**src/hdl/nmea_rmc_pkg.sv**
```systemverilog
// Shared constants and types for the RMC sentence position parser.
// Used by nmea_rmc_parse, nmea_rmc_speed and nmea_rmc_position_parser_unit.
package nmea_rmc_pkg;

   // ASCII codes
   localparam logic [7:0] CHAR_COMMA = 8'h2C;
   localparam logic [7:0] CHAR_DOT   = 8'h2E;
   localparam logic [7:0] CHAR_A     = 8'h41;
   localparam logic [7:0] CHAR_ZERO  = 8'h30;
   localparam logic [7:0] CHAR_NINE  = 8'h39;

   // Counter limits
   localparam logic [16:0] SEG_MAX_VALUE = 17'd99999;
   localparam logic [6:0]  SEG_MAX_LEN   = 7'd127;
   localparam logic [3:0]  COMMA_MAX     = 4'd15;
   localparam logic [2:0]  DOT_MAX       = 3'd7;
   localparam int          LEAD_DEPTH    = 5;

   // Separator positions that pick up a segment
   localparam logic [3:0] COMMA_STATUS   = 4'd1;
   localparam logic [3:0] COMMA_LAT_FRAC = 4'd3;
   localparam logic [3:0] COMMA_LON_FRAC = 4'd5;
   localparam logic [2:0] DOT_LAT        = 3'd1;
   localparam logic [2:0] DOT_LON        = 3'd2;
   localparam logic [2:0] DOT_SPEED      = 3'd3;
   localparam logic [2:0] DOT_COURSE     = 3'd4;

   localparam logic [6:0]  LAT_MIN_LEN = 7'd4;
   localparam logic [6:0]  LON_MIN_LEN = 7'd5;
   localparam logic [6:0]  FRAC_MIN_LEN = 7'd4;

   // Speed arithmetic: floor(p / 100) = (p * RECIP_100) >> RECIP_SHIFT for p < SPEED_SAT_PROD
   localparam logic [7:0]  SCALE_RESET    = 8'd185;
   localparam logic [24:0] SPEED_SAT_PROD = 25'd6553600;
   localparam logic [23:0] RECIP_100      = 24'd10737419;
   localparam int          RECIP_SHIFT    = 30;
   localparam logic [15:0] SPEED_MAX      = 16'hFFFF;
   localparam logic [15:0] COURSE_MAX     = 16'hFFFF;

   // Result fields other than ground speed
   typedef struct packed {
      logic        fix_valid;
      logic [6:0]  lat_degrees;
      logic [6:0]  lat_minutes;
      logic [16:0] lat_minute_fraction;
      logic [9:0]  lon_degrees;
      logic [6:0]  lon_minutes;
      logic [16:0] lon_minute_fraction;
      logic [15:0] course_degrees;
   } rmc_fix_type;

   // Parser to speed pipeline
   typedef struct packed {
      logic        res_vld;
      logic        spd_upd;
      logic [16:0] spd_val;
      rmc_fix_type fix;
   } rmc_item_type;

   typedef struct packed {
      logic        res_vld;
      logic        spd_upd;
      logic [24:0] prod;
      rmc_fix_type fix;
   } rmc_prod_type;

endpackage

```
**src/hdl/nmea_rmc_parse.sv**
```systemverilog
// Per-byte sentence parser: separator counts, segment accumulation, kept values.
// Depends on nmea_rmc_pkg.
module nmea_rmc_parse import nmea_rmc_pkg::*; (
   input  logic         clock,
   input  logic         reset,
   input  logic         beat_accept,
   input  logic [7:0]   rx_byte,
   input  logic         end_of_sentence,
   output rmc_item_type item
);

   logic [3:0]  comma_count_ff, comma_count_in;
   logic [2:0]  dot_count_ff, dot_count_in;
   logic [6:0]  seg_len_ff, seg_len_in;
   logic [16:0] seg_value_ff, seg_value_in;
   logic [3:0]  lead_ff [LEAD_DEPTH];
   logic [3:0]  lead_in [LEAD_DEPTH];
   logic        status_pending_ff, status_pending_in;
   rmc_fix_type kept_ff, kept_in;

   logic        is_comma, is_dot, is_digit;
   logic [3:0]  digit;
   logic [20:0] seg_times10;

   always_comb begin
      is_comma    = (rx_byte == CHAR_COMMA);
      is_dot      = (rx_byte == CHAR_DOT);
      is_digit    = (rx_byte >= CHAR_ZERO) && (rx_byte <= CHAR_NINE);
      digit       = is_digit ? 4'(rx_byte - CHAR_ZERO) : 4'd0;
      seg_times10 = {1'b0, seg_value_ff, 3'b000} + {3'b000, seg_value_ff, 1'b0}
                  + 21'(digit);

      comma_count_in    = comma_count_ff;
      dot_count_in      = dot_count_ff;
      seg_len_in        = seg_len_ff;
      seg_value_in      = seg_value_ff;
      lead_in           = lead_ff;
      status_pending_in = 1'b0;
      kept_in           = kept_ff;

      if (status_pending_ff) begin
         kept_in.fix_valid = (rx_byte == CHAR_A);
      end

      if (is_comma) begin
         if (comma_count_ff == COMMA_STATUS) begin
            status_pending_in = 1'b1;
         end else if (comma_count_ff == COMMA_LAT_FRAC) begin
            if (seg_len_ff >= FRAC_MIN_LEN) kept_in.lat_minute_fraction = seg_value_ff;
         end else if (comma_count_ff == COMMA_LON_FRAC) begin
            if (seg_len_ff >= FRAC_MIN_LEN) kept_in.lon_minute_fraction = seg_value_ff;
         end
         if (comma_count_ff != COMMA_MAX) comma_count_in = comma_count_ff + 4'd1;
      end else if (is_dot) begin
         if (dot_count_ff == DOT_LAT) begin
            if (seg_len_ff >= LAT_MIN_LEN) begin
               kept_in.lat_degrees = 7'(lead_ff[0]) * 7'd10 + 7'(lead_ff[1]);
               kept_in.lat_minutes = 7'(lead_ff[2]) * 7'd10 + 7'(lead_ff[3]);
            end
         end else if (dot_count_ff == DOT_LON) begin
            if (seg_len_ff >= LON_MIN_LEN) begin
               kept_in.lon_degrees = 10'(lead_ff[0]) * 10'd100 + 10'(lead_ff[1]) * 10'd10
                                   + 10'(lead_ff[2]);
               kept_in.lon_minutes = 7'(lead_ff[3]) * 7'd10 + 7'(lead_ff[4]);
            end
         end else if (dot_count_ff == DOT_COURSE) begin
            kept_in.course_degrees = (seg_value_ff > 17'(COURSE_MAX)) ? COURSE_MAX
                                                                     : seg_value_ff[15:0];
         end
         if (dot_count_ff != DOT_MAX) dot_count_in = dot_count_ff + 3'd1;
      end else begin
         for (int i = 0; i < LEAD_DEPTH; i++) begin
            if (seg_len_ff == 7'(i)) lead_in[i] = digit;
         end
         if (is_digit) begin
            seg_value_in = (seg_times10 > 21'(SEG_MAX_VALUE)) ? SEG_MAX_VALUE
                                                               : seg_times10[16:0];
         end
         if (seg_len_ff != SEG_MAX_LEN) seg_len_in = seg_len_ff + 7'd1;
      end

      if (is_comma || is_dot || end_of_sentence) begin
         seg_len_in   = '0;
         seg_value_in = '0;
         for (int i = 0; i < LEAD_DEPTH; i++) lead_in[i] = 4'd0;
      end

      if (end_of_sentence) begin
         // status comma as the last byte: nothing follows it
         if (status_pending_in) kept_in.fix_valid = 1'b0;
         comma_count_in    = '0;
         dot_count_in      = '0;
         status_pending_in = 1'b0;
      end

      item.res_vld = end_of_sentence;
      item.spd_upd = is_dot && (dot_count_ff == DOT_SPEED);
      item.spd_val = seg_value_ff;
      item.fix     = kept_in;
   end

   always_ff @(posedge clock) begin
      if (reset) begin
         comma_count_ff    <= '0;
         dot_count_ff      <= '0;
         seg_len_ff        <= '0;
         seg_value_ff      <= '0;
         for (int i = 0; i < LEAD_DEPTH; i++) lead_ff[i] <= 4'd0;
         status_pending_ff <= 1'b0;
         kept_ff           <= '0;
      end else if (beat_accept) begin
         comma_count_ff    <= comma_count_in;
         dot_count_ff      <= dot_count_in;
         seg_len_ff        <= seg_len_in;
         seg_value_ff      <= seg_value_in;
         lead_ff           <= lead_in;
         status_pending_ff <= status_pending_in;
         kept_ff           <= kept_in;
      end
   end

   a_seg_value_bound: assert property (@(posedge clock) disable iff (reset)
      seg_value_ff <= SEG_MAX_VALUE)
      else $error("segment value above saturation limit");

   a_sentence_clear: assert property (@(posedge clock) disable iff (reset)
      beat_accept && end_of_sentence |=> comma_count_ff == '0 && dot_count_ff == '0
                                         && seg_len_ff == '0 && !status_pending_ff)
      else $error("sentence counters not cleared after last beat");

   a_kept_ranges: assert property (@(posedge clock) disable iff (reset)
      kept_ff.lat_degrees <= 7'd99 && kept_ff.lat_minutes <= 7'd99
      && kept_ff.lon_minutes <= 7'd99 && kept_ff.lon_degrees <= 10'd999)
      else $error("kept position value out of range");

endmodule

```
**src/hdl/nmea_rmc_speed.sv**
```systemverilog
// Speed scaling pipeline (scale multiply, divide by 100) and the result register.
// Depends on nmea_rmc_pkg.
module nmea_rmc_speed import nmea_rmc_pkg::*; (
   input  logic         clock,
   input  logic         reset,
   input  logic         item_load,
   input  rmc_item_type item,
   input  logic [7:0]   speed_scale,
   output logic         advance,
   input  logic         rsp_stall,
   output logic         rsp_valid,
   output rmc_fix_type  rsp_fix,
   output logic [15:0]  rsp_ground_speed
);

   rmc_item_type p1_ff, p1_in;
   rmc_prod_type p2_ff, p2_in;
   logic [15:0]  kept_speed_ff;
   logic         rsp_valid_ff;
   rmc_fix_type  rsp_fix_ff;
   logic [15:0]  rsp_speed_ff;

   logic [46:0]  recip_prod;
   logic [15:0]  quotient;
   logic [15:0]  speed_now;

   // a second result can't enter the output register while the first is stalled
   assign advance = !(rsp_valid_ff && rsp_stall && p2_ff.res_vld);

   always_comb begin
      p1_in         = item;
      p1_in.res_vld = item_load && item.res_vld;
      p1_in.spd_upd = item_load && item.spd_upd;

      p2_in.res_vld = p1_ff.res_vld;
      p2_in.spd_upd = p1_ff.spd_upd;
      p2_in.prod    = 25'(p1_ff.spd_val) * 25'(speed_scale);
      p2_in.fix     = p1_ff.fix;

      recip_prod = 47'(p2_ff.prod[22:0]) * 47'(RECIP_100);
      quotient   = (p2_ff.prod >= SPEED_SAT_PROD) ? SPEED_MAX
                                                  : recip_prod[RECIP_SHIFT +: 16];
      speed_now  = p2_ff.spd_upd ? quotient : kept_speed_ff;
   end

   always_ff @(posedge clock) begin
      if (reset) begin
         p1_ff         <= '0;
         p2_ff         <= '0;
         kept_speed_ff <= '0;
         rsp_valid_ff  <= 1'b0;
      end else if (advance) begin
         p1_ff         <= p1_in;
         p2_ff         <= p2_in;
         kept_speed_ff <= speed_now;
         rsp_valid_ff  <= p2_ff.res_vld || (rsp_valid_ff && rsp_stall);
      end
   end

   always_ff @(posedge clock) begin
      if (advance && p2_ff.res_vld) begin
         rsp_fix_ff   <= p2_ff.fix;
         rsp_speed_ff <= speed_now;
      end
   end

   assign rsp_valid        = rsp_valid_ff;
   assign rsp_fix          = rsp_fix_ff;
   assign rsp_ground_speed = rsp_speed_ff;

   a_no_result_overwrite: assert property (@(posedge clock) disable iff (reset)
      rsp_valid_ff && rsp_stall && p2_ff.res_vld |=> rsp_valid_ff && p2_ff.res_vld)
      else $error("pending result lost while output stalled");

   a_result_follows_p2: assert property (@(posedge clock) disable iff (reset)
      p2_ff.res_vld && advance |=> rsp_valid_ff)
      else $error("result in final stage did not reach output register");

   a_stalled_result_stable: assert property (@(posedge clock) disable iff (reset)
      rsp_valid_ff && rsp_stall |=> rsp_valid_ff && $stable(rsp_fix_ff)
                                    && $stable(rsp_speed_ff))
      else $error("stalled result changed");

endmodule

```
**src/hdl/nmea_rmc_position_parser_unit.sv**
```systemverilog
// Top level of the RMC sentence position parser: CSR register and channel wiring.
// Depends on nmea_rmc_pkg, nmea_rmc_parse and nmea_rmc_speed.
//
// Usage:
//   req channel: one sentence byte per beat (req_rx_byte), req_end_of_sentence
//   on the last byte. A beat is taken when req_valid is high and req_stall low.
//   rsp channel: one result per sentence, presented on the rsp_ ports while
//   rsp_valid is high, taken when rsp_stall is low.
//   csr channel: csr_speed_scale_hundredths (reset 185 = 1.85) is written when
//   csr_valid and csr_ready are high; csr_ready is always high. Write it only
//   while no sentence is in flight.
// Throughput: one byte per cycle while req_stall is low. Parsing state is updated
//   at the accepting edge; the result then passes the item register, the scale
//   multiply stage and the divide by 100 stage before rsp_valid rises.
// Stall: a waiting result does not block input. req_stall rises only when a
//   second result reaches the last pipeline stage while the output register
//   is still stalled; it then holds the pipeline until the result is taken.
// Reset: clears all counters and kept values to zero, scale to 185, and
//   empties the pipeline. No result is pending after reset.
module nmea_rmc_position_parser_unit import nmea_rmc_pkg::*; (
   input  logic        clock,
   input  logic        reset,
   input  logic        req_valid,
   output logic        req_stall,
   input  logic [7:0]  req_rx_byte,
   input  logic        req_end_of_sentence,
   output logic        rsp_valid,
   input  logic        rsp_stall,
   output logic        rsp_fix_valid,
   output logic [6:0]  rsp_lat_degrees,
   output logic [6:0]  rsp_lat_minutes,
   output logic [16:0] rsp_lat_minute_fraction,
   output logic [9:0]  rsp_lon_degrees,
   output logic [6:0]  rsp_lon_minutes,
   output logic [16:0] rsp_lon_minute_fraction,
   output logic [15:0] rsp_ground_speed,
   output logic [15:0] rsp_course_degrees,
   input  logic        csr_valid,
   output logic        csr_ready,
   input  logic [7:0]  csr_speed_scale_hundredths
);

   logic [7:0]   scale_ff;
   logic         advance;
   logic         beat_accept;
   rmc_item_type item;
   rmc_fix_type  fix;

   assign csr_ready   = 1'b1;
   assign req_stall   = !advance;
   assign beat_accept = req_valid && advance;

   always_ff @(posedge clock) begin
      if (reset) begin
         scale_ff <= SCALE_RESET;
      end else if (csr_valid && csr_ready) begin
         scale_ff <= csr_speed_scale_hundredths;
      end
   end

   nmea_rmc_parse u_parse (
      .clock           (clock),
      .reset           (reset),
      .beat_accept     (beat_accept),
      .rx_byte         (req_rx_byte),
      .end_of_sentence (req_end_of_sentence),
      .item            (item)
   );

   nmea_rmc_speed u_speed (
      .clock            (clock),
      .reset            (reset),
      .item_load        (beat_accept),
      .item             (item),
      .speed_scale      (scale_ff),
      .advance          (advance),
      .rsp_stall        (rsp_stall),
      .rsp_valid        (rsp_valid),
      .rsp_fix          (fix),
      .rsp_ground_speed (rsp_ground_speed)
   );

   assign rsp_fix_valid           = fix.fix_valid;
   assign rsp_lat_degrees         = fix.lat_degrees;
   assign rsp_lat_minutes         = fix.lat_minutes;
   assign rsp_lat_minute_fraction = fix.lat_minute_fraction;
   assign rsp_lon_degrees         = fix.lon_degrees;
   assign rsp_lon_minutes         = fix.lon_minutes;
   assign rsp_lon_minute_fraction = fix.lon_minute_fraction;
   assign rsp_course_degrees      = fix.course_degrees;

endmodule
```
**config.mk**
```make
export PLATFORM = sky130hd
export DESIGN_NAME = nmea_rmc_position_parser_unit
export DESIGN_NICKNAME = d
export VERILOG_FILES = /design/src/hdl/nmea_rmc_pkg.sv /design/src/hdl/nmea_rmc_parse.sv /design/src/hdl/nmea_rmc_speed.sv /design/src/hdl/nmea_rmc_position_parser_unit.sv
export SDC_FILE = /design/constraint.sdc
export NUM_CORES = 2
export LEC_CHECK = 0
export BUFFER_PORTS_ARGS = -buffer_cell sky130_fd_sc_hd__buf_4
export CAP_MARGIN = 15
export CELL_PAD_IN_SITES_DETAIL_PLACEMENT = 0
export CELL_PAD_IN_SITES_GLOBAL_PLACEMENT = 1
export CORE_MARGIN = 10
export CORE_UTILIZATION = 35
export DETAILED_ROUTE_END_ITERATION = 10
export PLACE_DENSITY_LB_ADDON = 0.3
export RECOVER_POWER = 50
export SETUP_SLACK_MARGIN = 0.2
export SKIP_LAST_GASP = 1
export SLEW_MARGIN = 10
export SYNTH_ARGS = -nofsm -noshare
export SYNTH_HDL_FRONTEND = slang
export SYNTH_SLANG_ARGS = --single-unit
```
**constraint.sdc**
```tcl
create_clock -name clock -period 8.8 [get_ports clock]
set_clock_uncertainty 0.2 [all_clocks]
set_input_delay 0 -clock clock [delete_from_list [all_inputs] [get_ports clock]]
set_output_delay 0 -clock clock [all_outputs]
set_load 0.05 [all_outputs]
```
==> out/results.tsv <==
metric	value	unit
status	finished, violations left	
violations	max-capacitance violations, max-slew violations	
routedWlPerCell	17.60	um
synth.distinct_cells	87	
cts_resized	0	
post-place-cells	4680	
nets	4222	
power_density	126.0	mW/mm2
cts_buffers	52	
portBuffers	121	
setup_viol	0	
grt_antenna_before_repair	1	
leakagePower	0.01690	uW
clk_latency	620	ps
drive_gt1_frac	0.04512	
maxSlewViolCount	304	
slowest_delay	630	ps
first_pass_iters	5	
grt-ovfl-total	0	
r2r-start	u_speed.p2_ff[88]$_SDFFE_PP0N_	
clk_path_buf_depth	3	
netlist_instances	3449	
finalHoldViolations	0	
finish.utilization	0.3937	
startpoint	u_speed.p2_ff[88]$_SDFFE_PP0N_	
hold_path.startpoint	req_rx_byte[4]	
grt_setup_unrepaired	false	
clk_pin_slew_worst_paths	70	ps
crit_arrival	7580	ps
ys.warnings.count	0	
n_antenna_cell	0	
rows	112	
critPathRequiredTime	8940	ps
path_max_fanout	8	
slowest_stage	o32ai_2	
startpoint_type	flip-flop	
finalNonFillerCells	4822	
drt-total-wl	84.86	mm
syn_nets	4146	
post_cts_buffers	0	
htreeDepth	2	
first_iter_violations	1322	
die_w	326.0	um
route.detailed.drc	0	
synth_edf_count	98	
grt_start_max_net_pins	171	
globalplace.congestion	0.8884	
synthArstFlopShare	0	
crit_type	flip-flop to flip-flop	
die_y	326.0	um
core	0.09305	mm2
slew_headroom	-1.995	
cts_tree	built	
vias_per_cell	4.839	
min_path_type	primary input to flip-flop	
switching_share	0.2291	
ys_seq_elements	467	
grt.total_usage	0.1565	
period_needed	7435	ps
switchingPower	1058	uW
comb_power_share	0.029	
crit_top_cell	fa_1	
initial_core_util	0.3522	
synthesis.area	0.03278	mm2
end_kind	flip-flop	
clock-sinks	467	
ys_seq_area_frac	0.3152	
place.detailed.hpwl	63.58	mm
r2r_slack	1360	ps
cap_violations	5	
vias	23332	
ctsRootBufferMaster	clkbuf_16	
max_freq	134.5	MHz
dieArea	0.1063	mm2
clkPwrFrac	0.492	
peakVddDrop	139.3	uV
path_cells	inv_1 > fa_1 > inv_1 > fa_1 > inv_1 > fa_1 > fa_1 > inv_1 > fa_1 > fa_1 > inv_1 > fa_1 > inv_1 > ha_1 > and4_1 > a31oi_1 > o21ai_0 > o32ai_2 > a31oi_1 > a21oi_1 > xor2_1 > a21oi_1	
grt_pass1_wl	134.5	mm
internal-power	3560	uW
avgSynthCellArea	9.503	um2
postPlaceCellArea	0.03484	mm2
pwr-share-seq	0.479	
whs	42.38	ps
period_share	0.8449	
worst_slew_pin_slew	4492	ps
pin_count	123	
stdcell_area	0.03663	mm2
area_growth	11.77	%
ys.flop_type	dfxtp_1	
setup_tns	0	ps
first_global_vias	23523	
route.antenna.remaining_nets	0	
## registers in the layout, summed over array words and instances, names as in the netlist, 3 cells and up
register / cells
u_speed.p2_ff: 109
u_speed.p1_ff: 101
u_parse.kept_ff: 82
u_speed.rsp_fix: 82
u_parse.lead_ff: 20
u_parse.seg_value_ff: 17
u_speed.kept_speed_ff: 16
u_speed.rsp_ground_speed: 16
scale_ff: 8
u_parse.seg_len_ff: 7
u_parse.comma_count_ff: 4
u_parse.dot_count_ff: 3
## cells by family after synthesis
group           synth area share
compound gates            0.1216
xor+xnor                 0.02115
fa+ha+maj                 0.3257
buf+inv                  0.06952
flops                     0.3152
mux                      0.02111
other cells            0.0001144
simple gates              0.1257
## cell type report
class                      instances  area, um2
clock buffer                      65       1390
sequential                       467      10330
multi-input combinational       2381      20200
timing repair buffer             185       1131
clock inverter                    32      367.9
inverter                         438       1649
fill                            9441      56420
tap                             1254       1569
## layout by cell type, fill, tap and decap left out, types with 11 or more instances in the layout
| cell | instances |
|---|---|
| buf_4 | 36 |
| fa_1 | 297 |
| inv_1 | 436 |
| edfxtp_1 | 98 |
| nor3_1 | 16 |
| and3_1 | 16 |
| nand4_1 | 16 |
| xor2_1 | 30 |
| o22a_1 | 11 |
| dfxtp_1 | 369 |
| nor2b_1 | 12 |
| nand3_1 | 26 |
| ha_1 | 378 |
| mux2i_1 | 68 |
| a22oi_1 | 25 |
| clkbuf_1 | 113 |
| clkbuf_16 | 52 |
| nor2_1 | 203 |
| o21ai_1 | 11 |
| dlygate4sd3_1 | 43 |
| a21oi_1 | 271 |
| and2_1 | 69 |
| nand2_1 | 529 |
| a21o_1 | 45 |
| o211ai_1 | 20 |
| a211oi_1 | 90 |
| o21ai_0 | 39 |
| xnor2_1 | 46 |
## layer usage
layer	global-route usage	vias to the layer above	wire length [um]
met5	0	-	0
met4	0.03684	0	1720
met3	0.02308	91	3056
met2	0.2544	309	39070
met1	0.2170	11315	41010
li1	-	11617	-
## path summary, 6_finish.rpt
kind | endpoint | cells past startpoint
worst max-delay path | u_speed.rsp_ground_speed[12]$_DFFE_PP_ | 22
worst min-delay path | u_parse.seg_value_ff[2]$_SDFFE_PP0P_ | 5
worst max register to register | u_speed.rsp_ground_speed[12]$_DFFE_PP_ | 22
worst min register to register | u_speed.rsp_fix[64]$_DFFE_PP_ | 0
## per-stage QoR
| stage | setup WS [ps] | total power, uW |
|---|---|---|
| 2_1_floorplan | 303.9 | 2338 |
| 3_3_place_gp | 1420 | 2389 |
| 3_5_place_dp | 1310 | 2389 |
| 4_1_cts | 1279 | 4693 |
| 5_1_grt | 913.5 | 4762 |
| 6_report | 1365 | 4617 |
## timing repair
action	in CTS	in global routing
endpoints found under the setup margin	0	0
hold buffers	43	0
hold endpoints to repair	134	0
## synth_stat cells (all sizes together), types with 19 or more instances
cell type,n,area share
xnor2,47,0.013
nor3,19,0.0031
a21oi,273,0.042
fa,297,0.18
mux2i,68,0.021
a21o,45,0.010
a22oi,25,0.0057
edfxtp,98,0.090
a211oi,92,0.021
nand2,529,0.061
inv,437,0.050
ha,378,0.14
and2,71,0.014
clkbuf,142,0.016
dfxtp,369,0.23
buf,21,0.0031
nor2,204,0.023
o211ai,20,0.0046
o21ai,50,0.0076
nand3,27,0.0041
xor2,30,0.0080
## critical path: cells and delay by family, from the launching register on
family,cells,cell delay [ps]
compound gates,6,1650
xor+xnor,1,210
fa+ha+maj,8,3900
buf+inv,6,440
flops,1,550
simple gates,1,200
## power by group through the flow
| stage | registers, uW | logic (uW) | clock network, uW |
|---|---|---|---|
| after global routing | 2220 | 144 | 2400 |
| final | 2210 | 133 | 2270 |
| after CTS | 2210 | 144 | 2340 |
| after global placement | 2260 | 128 | 0 |
| after floorplan | 2280 | 58.1 | 0 |
| after detailed placement | 2260 | 128 | 0 |
Note: power is estimated with default switching activity, not from simulation.
